`src/rtl/epdmd_pkg.sv`:
```
// Shared constants, codes and types of the encoder position PD motor drive.
package epdmd_pkg;

  localparam int STABLE_TICKS = 10;
  localparam int PWM_FULL     = 1023;
  localparam int DUTY_TOP     = 1023;

  localparam int WORD_W    = 32;
  localparam int DUTY_W    = 10;
  localparam int DT_W      = 20;
  localparam int COUNT_W   = 8;
  localparam int REG_IDX_W = 3;

  localparam logic CMD_EDGE = 1'b0;
  localparam logic CMD_TICK = 1'b1;
  localparam logic CHAN_A   = 1'b0;
  localparam logic CHAN_B   = 1'b1;

  typedef enum logic [REG_IDX_W-1:0] {
    REG_TARGET,
    REG_GAIN_P,
    REG_GAIN_I,
    REG_GAIN_D,
    REG_CW_MIN,
    REG_CW_MAX,
    REG_CCW_MIN,
    REG_CCW_MAX
  } reg_idx_t;

  typedef enum logic [3:0] {
    S_IDLE,
    S_ERR,
    S_MAG,
    S_MUL_P,
    S_MUL_G,
    S_MUL_LO,
    S_MUL_HI,
    S_SUM,
    S_TERM,
    S_ACC,
    S_SHAPE,
    S_DECIDE,
    S_OUT
  } state_t;

  typedef struct packed {
    logic [DUTY_W-1:0] pwm_duty;
    logic              direction;
    logic              finished;
    logic              last;
  } result_t;

endpackage

```
`src/rtl/epdmd_if.sv`:
```
// Handshake channels for the request items and result items of the motor drive.
interface epdmd_req_if;
  import epdmd_pkg::*;

  logic            valid;
  logic            ready;
  logic            cmd;
  logic            edge_channel;
  logic            level_a;
  logic            level_b;
  logic [DT_W-1:0] elapsed_us;

  modport source (output valid, cmd, edge_channel, level_a, level_b, elapsed_us,
                  input ready);
  modport sink   (input valid, cmd, edge_channel, level_a, level_b, elapsed_us,
                  output ready);
endinterface

interface epdmd_res_if;
  import epdmd_pkg::*;

  logic              valid;
  logic              ready;
  logic [DUTY_W-1:0] pwm_duty;
  logic              direction;
  logic              finished;
  logic              last;

  modport source (output valid, pwm_duty, direction, finished, last, input ready);
  modport sink   (input valid, pwm_duty, direction, finished, last, output ready);
endinterface

```
`src/rtl/encoder_position_pd_motor_drive.sv`:
```
// Top level of the encoder position PD motor drive: counter, controller and sequencer.
//
// The block counts quadrature edges into a signed 32-bit position and, on each
// control tick, works out control = p*e + i*e*dt + d*(e - previous error)*dt in
// signed Q16.16 with saturation to 64 bits, then turns it into a direction level
// and a 10-bit PWM duty. An edge item is taken while idle and gives no result.
// A tick item occupies the block from acceptance until its first result is
// shown: one 32 by 32 bit unsigned multiplier is shared by all seven partial
// products of the control law and is stepped by a small sequencer, one product
// per cycle, with the saturating adds in the cycles between. Results then wait
// in an output register until taken; a tick that completes the stability run
// gives two results back to back. Once finished, a tick goes from idle straight
// to the output state and gives one stop result. The request channel is not ready
// while a tick is in progress or a result is waiting. Configuration registers
// are written through a plain write port and take effect on the next tick; the
// block has no memories and needs no clearing pass after reset.
module encoder_position_pd_motor_drive (
  input  logic                     clk,
  input  logic                     rst,
  epdmd_req_if.sink                request,
  epdmd_res_if.source              result,
  input  logic                     write_enable,
  input  epdmd_pkg::reg_idx_t      reg_index,
  input  logic [epdmd_pkg::WORD_W-1:0] write_data
);
  import epdmd_pkg::*;

  localparam logic [DUTY_W-1:0]  PWM_FULL_DUTY = DUTY_W'(PWM_FULL);
  localparam logic [DUTY_W-1:0]  DUTY_TOP_V    = DUTY_W'(DUTY_TOP);
  localparam logic [COUNT_W-1:0] STABLE_LIMIT  = COUNT_W'(STABLE_TICKS);
  localparam logic [COUNT_W-1:0] COUNT_MAX     = '1;
  localparam logic signed [63:0] S64_MAX = {1'b0, {63{1'b1}}};
  localparam logic signed [63:0] S64_MIN = {1'b1, {63{1'b0}}};
  localparam logic signed [WORD_W-1:0] S32_MAX = {1'b0, {(WORD_W-1){1'b1}}};
  localparam logic signed [WORD_W-1:0] S32_MIN = {1'b1, {(WORD_W-1){1'b0}}};

  // Configuration registers.
  logic signed [WORD_W-1:0] target_position;
  logic signed [WORD_W-1:0] gain_p;
  logic signed [WORD_W-1:0] gain_i;
  logic signed [WORD_W-1:0] gain_d;
  logic [DUTY_W-1:0]        cw_min_duty;
  logic [DUTY_W-1:0]        cw_max_duty;
  logic [DUTY_W-1:0]        ccw_min_mag;
  logic [DUTY_W-1:0]        ccw_max_mag;

  // Architectural state.
  logic [WORD_W-1:0]        position;
  logic signed [WORD_W-1:0] previous_error;
  logic [COUNT_W-1:0]       stable_count;
  logic                     done_flag;

  state_t state, state_next;
  logic   in_acc;
  logic   out_acc;
  logic   second_pending;
  logic   phase;              // low for the integral term, high for the derivative term

  // Datapath registers.
  logic [DT_W-1:0]          dt;
  logic signed [WORD_W-1:0] err;
  logic [WORD_W-1:0]        err_mag;
  logic                     err_neg;
  logic signed [WORD_W:0]   diff;
  logic [WORD_W-1:0]        diff_mag;
  logic                     diff_neg;
  logic [WORD_W-1:0]        g_mag;
  logic                     g_neg;
  logic                     term_neg;
  logic [63:0]              prod;
  logic [WORD_W-1:0]        part_hi;
  logic [51:0]              part_lo;
  logic [51:0]              sum_hi;
  logic [WORD_W-1:0]        sum_lo;
  logic signed [63:0]       term;
  logic signed [63:0]       acc;
  logic                     ctl_pos;
  logic [63:0]              ctl_mag;
  result_t                  out_q;

  // Shared multiplier operands.
  logic [WORD_W-1:0] mul_a;
  logic [WORD_W-1:0] mul_b;

  // Combinational helpers.
  logic [WORD_W:0]   err_wide;
  logic [64:0]       acc_sum;
  logic [63:0]       term_m;
  logic [47:0]       ctl_int;
  logic              ctl_big;
  logic [DUTY_W-1:0] ctl_low;
  logic [DUTY_W-1:0] cw_hi_clamp;
  logic [DUTY_W-1:0] cw_duty;
  logic [DUTY_W-1:0] ccw_hi_clamp;
  logic [DUTY_W-1:0] ccw_mag;
  logic [COUNT_W-1:0] count_inc;
  logic              pos_down;

  assign in_acc  = request.valid && request.ready;
  assign out_acc = result.valid && result.ready;

  assign result.pwm_duty  = out_q.pwm_duty;
  assign result.direction = out_q.direction;
  assign result.finished  = out_q.finished;
  assign result.last      = out_q.last;

  // Configuration write port; all eight indexes name a register, so the default arm is never taken.
  always_ff @(posedge clk) begin
    if (rst) begin
      target_position <= '0;
      gain_p          <= 32'sd65536;
      gain_i          <= 32'sd66;
      gain_d          <= 32'sd66;
      cw_min_duty     <= 10'd50;
      cw_max_duty     <= 10'd600;
      ccw_min_mag     <= 10'd600;
      ccw_max_mag     <= 10'd700;
    end else if (write_enable) begin
      case (reg_index)
        REG_TARGET:  target_position <= write_data;
        REG_GAIN_P:  gain_p          <= write_data;
        REG_GAIN_I:  gain_i          <= write_data;
        REG_GAIN_D:  gain_d          <= write_data;
        REG_CW_MIN:  cw_min_duty     <= write_data[DUTY_W-1:0];
        REG_CW_MAX:  cw_max_duty     <= write_data[DUTY_W-1:0];
        REG_CCW_MIN: ccw_min_mag     <= write_data[DUTY_W-1:0];
        REG_CCW_MAX: ccw_max_mag     <= write_data[DUTY_W-1:0];
        default: ;
      endcase
    end
  end

  // Sequencer: state register.
  always_ff @(posedge clk) begin
    if (rst) begin
      state <= S_IDLE;
    end else begin
      state <= state_next;
    end
  end

  // Sequencer: next state and handshake outputs.
  always_comb begin
    state_next    = state;
    request.ready = 1'b0;
    result.valid  = 1'b0;
    case (state)
      S_IDLE: begin
        request.ready = 1'b1;
        if (in_acc && request.cmd == CMD_TICK) begin
          state_next = done_flag ? S_OUT : S_ERR;
        end
      end
      S_ERR:    state_next = S_MAG;
      S_MAG:    state_next = S_MUL_P;
      S_MUL_P:  state_next = S_MUL_G;
      S_MUL_G:  state_next = S_MUL_LO;
      S_MUL_LO: state_next = S_MUL_HI;
      S_MUL_HI: state_next = S_SUM;
      S_SUM:    state_next = S_TERM;
      S_TERM:   state_next = S_ACC;
      S_ACC:    state_next = phase ? S_SHAPE : S_MUL_G;
      S_SHAPE:  state_next = S_DECIDE;
      S_DECIDE: state_next = S_OUT;
      S_OUT: begin
        result.valid = 1'b1;
        if (result.ready && !second_pending) begin
          state_next = S_IDLE;
        end
      end
      default:  state_next = S_IDLE;
    endcase
  end

  // The shared multiplier sees the operands that the current step needs.
  always_comb begin
    mul_a = '0;
    mul_b = '0;
    case (state)
      S_MUL_P: begin
        mul_a = g_mag;
        mul_b = err_mag;
      end
      S_MUL_G: begin
        mul_a = g_mag;
        mul_b = phase ? diff_mag : err_mag;
      end
      S_MUL_LO: begin
        mul_a = prod[WORD_W-1:0];
        mul_b = WORD_W'(dt);
      end
      S_MUL_HI: begin
        mul_a = part_hi;
        mul_b = WORD_W'(dt);
      end
      default: ;
    endcase
  end

  // Error as a 33-bit difference, saturated later to 32 bits.
  assign err_wide = {target_position[WORD_W-1], target_position}
                  - {position[WORD_W-1], position};

  // Saturating 64-bit accumulate of the finished term.
  assign acc_sum = {acc[63], acc} + {term[63], term};

  // Magnitude of a dt-scaled term once its two partial products are joined.
  assign term_m = {1'b0, sum_hi[30:0], sum_lo};

  // Integer part of the control magnitude and its clamps.
  assign ctl_int      = ctl_mag[63:16];
  assign ctl_big      = |ctl_int[47:DUTY_W];
  assign ctl_low      = ctl_int[DUTY_W-1:0];
  assign cw_hi_clamp  = (ctl_big || ctl_low > cw_max_duty) ? cw_max_duty : ctl_low;
  assign cw_duty      = (cw_hi_clamp < cw_min_duty) ? cw_min_duty : cw_hi_clamp;
  assign ccw_hi_clamp = (ctl_big || ctl_low > ccw_max_mag) ? ccw_max_mag : ctl_low;
  assign ccw_mag      = (ccw_hi_clamp < ccw_min_mag) ? ccw_min_mag : ccw_hi_clamp;
  assign count_inc    = (stable_count == COUNT_MAX) ? COUNT_MAX : stable_count + 1'b1;

  // Quadrature decode: on line A equal levels count down, on line B they count up.
  assign pos_down = (request.edge_channel == CHAN_A) ? (request.level_a == request.level_b)
                                                     : (request.level_a != request.level_b);

  // Control state that reset clears.
  always_ff @(posedge clk) begin
    if (rst) begin
      position       <= '0;
      previous_error <= '0;
      stable_count   <= '0;
      done_flag      <= 1'b0;
      second_pending <= 1'b0;
      phase          <= 1'b0;
    end else begin
      case (state)
        S_IDLE: begin
          if (in_acc && request.cmd == CMD_EDGE) begin
            position <= pos_down ? position - 1'b1 : position + 1'b1;
          end
        end
        S_MAG: begin
          previous_error <= err;
        end
        S_MUL_P: begin
          phase <= 1'b0;
        end
        S_ACC: begin
          phase <= 1'b1;
        end
        S_DECIDE: begin
          if (err == '0) begin
            stable_count <= count_inc;
            if (count_inc >= STABLE_LIMIT) begin
              done_flag      <= 1'b1;
              second_pending <= 1'b1;
            end
          end else begin
            stable_count <= '0;
          end
        end
        S_OUT: begin
          if (out_acc) begin
            second_pending <= 1'b0;
          end
        end
        default: ;
      endcase
    end
  end

  // Datapath registers; the multiplier output is registered every cycle.
  always_ff @(posedge clk) begin
    prod <= 64'(mul_a * mul_b);
    case (state)
      S_IDLE: begin
        dt    <= request.elapsed_us;
        out_q <= '{pwm_duty: '0, direction: 1'b0, finished: 1'b1, last: 1'b1};
      end
      S_ERR: begin
        if (err_wide[WORD_W] != err_wide[WORD_W-1]) begin
          err <= err_wide[WORD_W] ? S32_MIN : S32_MAX;
        end else begin
          err <= err_wide[WORD_W-1:0];
        end
      end
      S_MAG: begin
        err_neg <= err[WORD_W-1];
        err_mag <= err[WORD_W-1] ? WORD_W'(0) - err : err;
        diff    <= {err[WORD_W-1], err} - {previous_error[WORD_W-1], previous_error};
        g_neg   <= gain_p[WORD_W-1];
        g_mag   <= gain_p[WORD_W-1] ? WORD_W'(0) - gain_p : gain_p;
      end
      S_MUL_P: begin
        term_neg <= g_neg ^ err_neg;
        diff_neg <= diff[WORD_W];
        diff_mag <= diff[WORD_W] ? WORD_W'(0) - diff[WORD_W-1:0] : diff[WORD_W-1:0];
        g_neg    <= gain_i[WORD_W-1];
        g_mag    <= gain_i[WORD_W-1] ? WORD_W'(0) - gain_i : gain_i;
      end
      S_MUL_G: begin
        // The proportional product arrives here on the first pass only.
        if (!phase) begin
          acc <= term_neg ? 64'd0 - prod : prod;
        end
        term_neg <= g_neg ^ (phase ? diff_neg : err_neg);
      end
      S_MUL_LO: begin
        part_hi <= prod[63:WORD_W];
      end
      S_MUL_HI: begin
        part_lo <= prod[51:0];
      end
      S_SUM: begin
        sum_hi <= prod[51:0] + 52'(part_lo[51:WORD_W]);
        sum_lo <= part_lo[WORD_W-1:0];
      end
      S_TERM: begin
        // Any bit at or above 2^63 saturates, whichever the sign.
        if (|sum_hi[51:31]) begin
          term <= term_neg ? S64_MIN : S64_MAX;
        end else begin
          term <= term_neg ? 64'd0 - term_m : term_m;
        end
      end
      S_ACC: begin
        if (acc_sum[64] != acc_sum[63]) begin
          acc <= acc_sum[64] ? S64_MIN : S64_MAX;
        end else begin
          acc <= acc_sum[63:0];
        end
        if (!phase) begin
          g_neg <= gain_d[WORD_W-1];
          g_mag <= gain_d[WORD_W-1] ? WORD_W'(0) - gain_d : gain_d;
        end
      end
      S_SHAPE: begin
        ctl_pos <= acc > 64'sd0;
        ctl_mag <= (acc > 64'sd0) ? acc : 64'd0 - acc;
      end
      S_DECIDE: begin
        if (err == '0) begin
          out_q <= '{pwm_duty: PWM_FULL_DUTY, direction: 1'b1, finished: 1'b0,
                     last: (count_inc < STABLE_LIMIT)};
        end else if (ctl_pos) begin
          out_q <= '{pwm_duty: cw_duty, direction: 1'b0, finished: 1'b0, last: 1'b1};
        end else begin
          out_q <= '{pwm_duty: DUTY_TOP_V - ccw_mag, direction: 1'b1, finished: 1'b0,
                     last: 1'b1};
        end
      end
      S_OUT: begin
        // After the last zero-error result the stop result takes its place.
        if (out_acc && second_pending) begin
          out_q <= '{pwm_duty: '0, direction: 1'b0, finished: 1'b1, last: 1'b1};
        end
      end
      default: ;
    endcase
  end

`ifndef SYNTH
  // Requests are never taken while a result is still on offer.
  a_no_overlap: assert property (@(posedge clk) disable iff (rst)
    !(request.ready && result.valid))
    else $error("request taken while a result is pending");

  // A stop result always closes its item and leaves the motor undriven.
  a_stop_shape: assert property (@(posedge clk) disable iff (rst)
    result.valid && result.finished |->
      result.last && !result.direction && result.pwm_duty == '0)
    else $error("malformed stop result");

  // The position moves only after an accepted edge item.
  a_pos_edge: assert property (@(posedge clk) disable iff (rst)
    !$past(rst) && !$stable(position) |->
      $past(request.valid && request.ready && request.cmd == CMD_EDGE))
    else $error("position changed without an edge item");

  // The stability run stops counting once it reaches its limit.
  a_count_cap: assert property (@(posedge clk) disable iff (rst)
    stable_count <= STABLE_LIMIT)
    else $error("stability count overran its limit");

  // Finishing is decided only at the end of a tick.
  a_done_rise: assert property (@(posedge clk) disable iff (rst)
    $rose(done_flag) |-> $past(state == S_DECIDE) && $past(err == '0))
    else $error("finished flag set outside a zero-error tick");
`endif

endmodule

```
`src/flat_wrapper.sv`:
```
// flat-port wrapper written by rule: the top's interface ports become plain ports
module encoder_position_pd_motor_drive_flat import epdmd_pkg::*;
  (clk, rst, write_enable, reg_index, write_data, request_valid, request_cmd, request_edge_channel, request_level_a, request_level_b, request_elapsed_us, request_ready, result_valid, result_pwm_duty, result_direction, result_finished, result_last, result_ready);
  epdmd_req_if request_i ();
  epdmd_res_if result_i ();
  input  logic clk;
  input  logic rst;
  input  logic write_enable;
  input  epdmd_pkg::reg_idx_t reg_index;
  input  logic [epdmd_pkg::WORD_W-1:0] write_data;
  input wire logic [$bits(request_i.valid)-1:0] request_valid;
  input wire logic [$bits(request_i.cmd)-1:0] request_cmd;
  input wire logic [$bits(request_i.edge_channel)-1:0] request_edge_channel;
  input wire logic [$bits(request_i.level_a)-1:0] request_level_a;
  input wire logic [$bits(request_i.level_b)-1:0] request_level_b;
  input wire logic [$bits(request_i.elapsed_us)-1:0] request_elapsed_us;
  output wire logic [$bits(request_i.ready)-1:0] request_ready;
  output wire logic [$bits(result_i.valid)-1:0] result_valid;
  output wire logic [$bits(result_i.pwm_duty)-1:0] result_pwm_duty;
  output wire logic [$bits(result_i.direction)-1:0] result_direction;
  output wire logic [$bits(result_i.finished)-1:0] result_finished;
  output wire logic [$bits(result_i.last)-1:0] result_last;
  input wire logic [$bits(result_i.ready)-1:0] result_ready;
  assign request_i.valid = request_valid;
  assign request_i.cmd = request_cmd;
  assign request_i.edge_channel = request_edge_channel;
  assign request_i.level_a = request_level_a;
  assign request_i.level_b = request_level_b;
  assign request_i.elapsed_us = request_elapsed_us;
  assign request_ready = request_i.ready;
  assign result_valid = result_i.valid;
  assign result_pwm_duty = result_i.pwm_duty;
  assign result_direction = result_i.direction;
  assign result_finished = result_i.finished;
  assign result_last = result_i.last;
  assign result_i.ready = result_ready;
  encoder_position_pd_motor_drive u_core (.clk(clk), .rst(rst), .request(request_i), .result(result_i), .write_enable(write_enable), .reg_index(reg_index), .write_data(write_data));
endmodule
```
`config.mk`:
```
export PLATFORM = sky130hd
export DESIGN_NAME = encoder_position_pd_motor_drive_flat
export DESIGN_NICKNAME = d
export VERILOG_FILES = /design/src/rtl/epdmd_pkg.sv /design/src/rtl/epdmd_if.sv /design/src/rtl/encoder_position_pd_motor_drive.sv /design/src/flat_wrapper.sv
export SDC_FILE = /design/constraint.sdc
export NUM_CORES = 2
export LEC_CHECK = 0
export BUFFER_PORTS_ARGS = -buffer_cell sky130_fd_sc_hd__buf_2
export CAP_MARGIN = 20
export CORE_MARGIN = 10
export CORE_UTILIZATION = 50
export DETAILED_ROUTE_END_ITERATION = 8
export PLACE_DENSITY = 0.68
export SYNTH_ARGS = -nofsm -noshare
export SYNTH_HDL_FRONTEND = slang
export SYNTH_SLANG_ARGS = --single-unit
export TNS_END_PERCENT = 100
```
`constraint.sdc`:
```
create_clock -name clk -period 17.07 [get_ports clk]
set_clock_uncertainty 0.05 [all_clocks]
set_input_delay 3.414 -clock clk [delete_from_list [all_inputs] [get_ports clk]]
set_output_delay 3.414 -clock clk [all_outputs]
set_load 0.05 [all_outputs]
```
# == Word level (Yosys, flattened, before mapping) ==
# Index checks and enable logic that the tools add are counted.
# totals
word_cells,184
regBits,870
# op_classes
add_sub_neg,16
eq_ne,32
bitwise,3
multipliers,1
magnitude_cmp,7
mux,49
n_reduce_logical,37
# op_table
cell,count
2-to-1 mux 64 bit,8
2-to-1 mux 32 bit,9
one-hot mux 32 bit (3 select lines),3
"subtractor 1 x 32 -> 32 bit, first input constant",5
one-hot mux 64 bit (2 select lines),1
"subtractor 1 x 64 -> 64 bit, first input constant",2
subtractor 32 x 32 -> 33 bit,2
adder 64 x 64 -> 65 bit,1
"> comparator 64 x 1 -> 1 bit, second input constant",1
multiplier 32 x 32 -> 64 bit,1
"subtractor 1 x 63 -> 64 bit, first input constant",1
adder 52 x 20 -> 52 bit,1
one-hot mux 4 bit (13 select lines),1
2-to-1 mux 10 bit,4
2-to-1 mux 13 bit,3
one-hot mux 13 bit (3 select lines),1
OR reduction 38 bit,1
"adder 32 x 1 -> 32 bit, second input constant",1
zero test 32 bit,1
"subtractor 32 x 1 -> 32 bit, second input constant",1
2-to-1 mux 31 bit,1
AND reduction 2 bit,13
OR reduction 21 bit,1
"== test 4 bit, second input constant",5
34 further kinds,77

# == Longest topological paths before layout ==
# logic_depth
word_depth,9
mapped_depth,40
ltp_nobuf,35

# == Worst setup path before layout ==
# Ideal clock, no wire load.
# synth_timing
path_type,register to register
startpoint,register u_core.state[1]
endpoint,register u_core.prod[56]
n_path_buf,4
required_ns,16.875
t_arrival_ns,10.905
synth_period_minus_slack_ns,11.100
path_slack_ns,5.970
stages_incl_launch_ff,34
cell_sequence,dfxtp_1 > clkbuf_1 > nand2_1 > nor3_1 > clkbuf_1 > clkbuf_1 > a22oi_1 > nand2_1 > clkbuf_1 > nand2_1 > fa_1 > inv_1 > fa_1 > fa_1 > inv_1 > fa_1 > inv_1 > fa_1 > fa_1 > fa_1 > inv_1 > fa_1 > inv_1 > ha_1 > and3_1 > nand2_1 > or3_1 > o221a_2 > o41ai_1 > o21ai_0 > a2111oi_0 > nor2_1 > or4b_2 > o311ai_0
# synth_via
elab_chain_len,4
# synth_rtl
item,line_no,rtl
"start, declared",encoder_position_pd_motor_drive.sv:53,"state_t state, state_next;"
"start signal, assigned",encoder_position_pd_motor_drive.sv:138,state <= state_next;
== test 4 x 2 -> 1 bit / == test 4 x 3 -> 1 bit (equally long branches),encoder_position_pd_motor_drive.sv:179,case (state)
OR reduction 2 bit (no source line),--,
one-hot mux 32 bit (3 select lines),encoder_position_pd_motor_drive.sv:179,
multiplier 32 x 32 -> 64 bit *,encoder_position_pd_motor_drive.sv:272,prod <= 64'(mul_a * mul_b);
"end signal, assigned",encoder_position_pd_motor_drive.sv:272,
"end, declared",encoder_position_pd_motor_drive.sv:70,logic [63:0] prod;
# Mark *: on every way between the ends. The rest lies on a longest branch, timed or not.
# A chain may end at the register's enable or synchronous reset.

# == Worst setup path after layout ==
# Ends and elaborated chain as after synthesis.

==> flow_summary.yaml <==
worst_setup_path:
  crit_type: "reg -> reg"
  crit_required_ns: 17.55
  cp-end-kind: "flop"
  cp_common_cell: "fa_1"
  arrival_ns: 12.38
  crit_slowest_cell: "a2111oi_0"
  crit_fanout: 60
  startpoint_type: "flop"
  cpPeakStageDelay_ns: 0.95
timing:
  min_period_ns: 11.90
  fin_tns_setup_ns: 0
  finalCritPeriodShare_pct: 69.7
  setup_violations: 0
  rsz0062_at_grt: "no"
  slew_violations: 0
  max_freq_mhz: 84.0
  hold_viol: 0
  tightest_slew_ns: 1.26
  layout_setup_ws_ns: 5.17
  relSlewSlack_pct: 15.8
synth:
  synth_area_um2: 79900
  post_synth.cell_area_avg_um2: 9.11
  ys_warn_count: 0
  synth.yosys.seq_area_share_pct: 28.2
  ys.flop_type: "edfxtp_1"
  synth-async-reset-ratio_pct: 0
  ys_ff_latch: 854
  synthDistinctLibCells: 91
  syn_inst: 8770
  synth_fp_nets: 10200
  synth_edf_count: 543
pwr:
  power_density_nw_per_um2: 73.4
  leakagePower_nw: 35.9
  vdd_ir_drop_max_mv: 0.0867
route:
  wl_um: 249000
  drt-vias-per-instance: 5.87
  drt.antenna.violating_nets: 0
  vias: 63500
  firstDrtPassIters: 6
  post-route-drc-count: 0
  wl_per_cell_um: 23.0
  drt_iter0_markers: 5860
layout:
  fin_area_um2: 85900
  drive_gt1_share_pct: 5.62
  syn_to_final_growth_pct: 7.53
  fin_nets: 10100
  fin_cells: 10800
  fill_cells: 14300
  final_util_pct: 54.2
flow_run:
  max_cap_violations: 0
run_status:
  status: "complete, no violations"
floorplan:
  fp.dieH_um: 420
  die_w_um: 420
  core_um2: 159000
  start_util_pct: 50.4
  dieArea_um2: 176000
  row_count: 146
  num_io_pins: 79
clock_network:
  htreeDepth: 3
  cts_buffers: 92
  clockBufferDepth: 3
  cts_sinks: 854
  root_buffer: "clkbuf_16"
  cts_setup_buffers: 0
  insertion_delay_ns: 0.74
  cts_resized: 0
  cts_tree: "done"
  cts_hold_buf: 0
  clkTransAtPathRegs_ns: 0.06
place:
  place_congestion: 1.01
  dp_cells: 10600
  placed_area_um2: 82400
  dp_hpwl_um: 194000
  place_ws_ns: 5.31
  io_buffer_count: 78
global_route:
  grt_pass1_wl_um: 379000
  grt_pass1_vias: 63400
  grt_max_degree: 118
  grt_overflow_total: 0
  antenna_found_initial: 8
  grt_usage_pct: 27.9
hold_path:
  hp-class: "reg -> reg"
==> stage by stage <==
| step | hold WS, ns | total power, mW |
|---|---|---|
| finish | 0.355 | 6.30 |
| global route | 0.368 | 6.54 |
| CTS | 0.358 | 6.30 |
| detailed placement | 0.355 | 4.14 |
| global placement | 0.351 | 4.11 |
| floorplan | 0.350 | 3.57 |
==> final cells by class <==
class	count	area [um^2]	share of cell area, %
Sequential cell	854	22500	26.2
Timing Repair Buffer	234	1660	1.93
Clock buffer	117	2470	2.88
Inverter	1105	4150	4.83
Tap cell	2072	2590	3.02
Clock inverter	55	816	0.950
Antenna cell	7	17.5	0.0204
Multi-Input combinational cell	6370	51600	60.1
==> cell families after synthesis <==
kind of cell | after synthesis | share of synthesized area, %
AOI/OAI and AO/OA | 1638 | 12.7
xor gates and xnor gates | 510 | 5.59
adders and majority gates | 1396 | 30.3
buffers and inverters | 1546 | 7.31
DFF | 854 | 28.2
muxes | 51 | 0.672
and+or+nand+nor | 2775 | 15.2
==> worst paths after layout <==
kind / startpoint / endpoint / slack, ns / cells after the start
max: u_core.state[1]$_SDFFE_PP0P_ / u_core.prod[56]$_DFF_P_ / 5.17 / 29
max reg2reg: u_core.state[1]$_SDFFE_PP0P_ / u_core.prod[56]$_DFF_P_ / 5.17 / 29
min reg2reg: u_core.part_lo[12]$_DFFE_PN_ / u_core.sum_lo[12]$_DFFE_PP_ / 0.36 / 0
min: u_core.part_lo[12]$_DFFE_PN_ / u_core.sum_lo[12]$_DFFE_PP_ / 0.36 / 0
==> layer usage <==
layer | share of wire (%) | global-route usage, % | wire length, um | vias up
met1 | 41 | 36.8 | 101000 | 31400
li1 | - | - | - | 28800
met5 | 0.074 | 0.629 | 184 | -
met4 | 5.3 | 13.2 | 13200 | 6
met3 | 8.6 | 5.36 | 21400 | 600
met2 | 45 | 44.2 | 113000 | 2726
==> report_power, final <==
part           internal (mW)  total, mW  switching [mW]
Clock                   1.27       2.16           0.895
Sequential              2.41       2.54           0.134
Combinational          0.536       1.59            1.06
Total                   4.21       6.30            2.08
==> cells in the final DEF, fill, tap and decap left out, drive strengths merged, types with 82 or more instances in the layout <==
cell type / synthesis / final
inv: 1105 / 1113
buf: 24 / 234
fa: 901 / 901
nor2: 791 / 791
nor3: 85 / 85
a21o: 143 / 143
xnor2: 320 / 320
nand2: 1310 / 1310
a21oi: 661 / 661
o31ai: 82 / 82
o21ai: 281 / 281
xor2: 190 / 190
dfxtp: 311 / 311
clkbuf: 417 / 117
edfxtp: 543 / 543
ha: 487 / 487
==> state kept, by name, summed over array words and instances, names as in the netlist, 33 cells and up <==
register        cells
u_core.acc         64
u_core.prod        64
u_core.term        64
u_core.part_lo     52
u_core.sum_hi      52
u_core.ctl_mag     48
u_core.diff        33
==> synthesized netlist by cell type (all sizes together) (28+ instances only) <==
library cell / instances / area share [%]
a21oi: 661 / 4.1
mux2i: 30 / 0.38
a21o: 143 / 1.3
xor2: 190 / 2.1
inv: 1105 / 5.2
o21a: 42 / 0.39
nand2: 1310 / 6.2
or2: 31 / 0.25
nor2: 791 / 3.7
o41ai: 37 / 0.42
or3: 73 / 0.59
nor3: 85 / 0.54
edfxtp: 543 / 20
and2: 71 / 0.56
nor4: 47 / 0.37
nand3: 72 / 0.45
o21bai: 40 / 0.38
dfxtp: 311 / 7.8
clkbuf: 417 / 2.0
a22oi: 77 / 0.72
a211oi: 31 / 0.29
and3: 28 / 0.22
o31ai: 82 / 0.78
nand4: 56 / 0.44
or4: 45 / 0.44
ha: 487 / 7.6
xnor2: 320 / 3.5
a31oi: 50 / 0.39
fa: 901 / 23
nor2b: 42 / 0.33
nand2b: 67 / 0.52
o21ai: 281 / 1.8
==> critical path, delay by kind of cell, from the launching register on <==
| family | cells | cell delay (ns) |
|---|---|---|
| AOI/OAI and AO/OA | 6 | 2.47 |
| adders and majority gates | 9 | 4.76 |
| buffers and inverters | 5 | 1.11 |
| DFF | 1 | 0.79 |
| and+or+nand+nor | 9 | 2.50 |
Power figures use the tool's default switching activity.
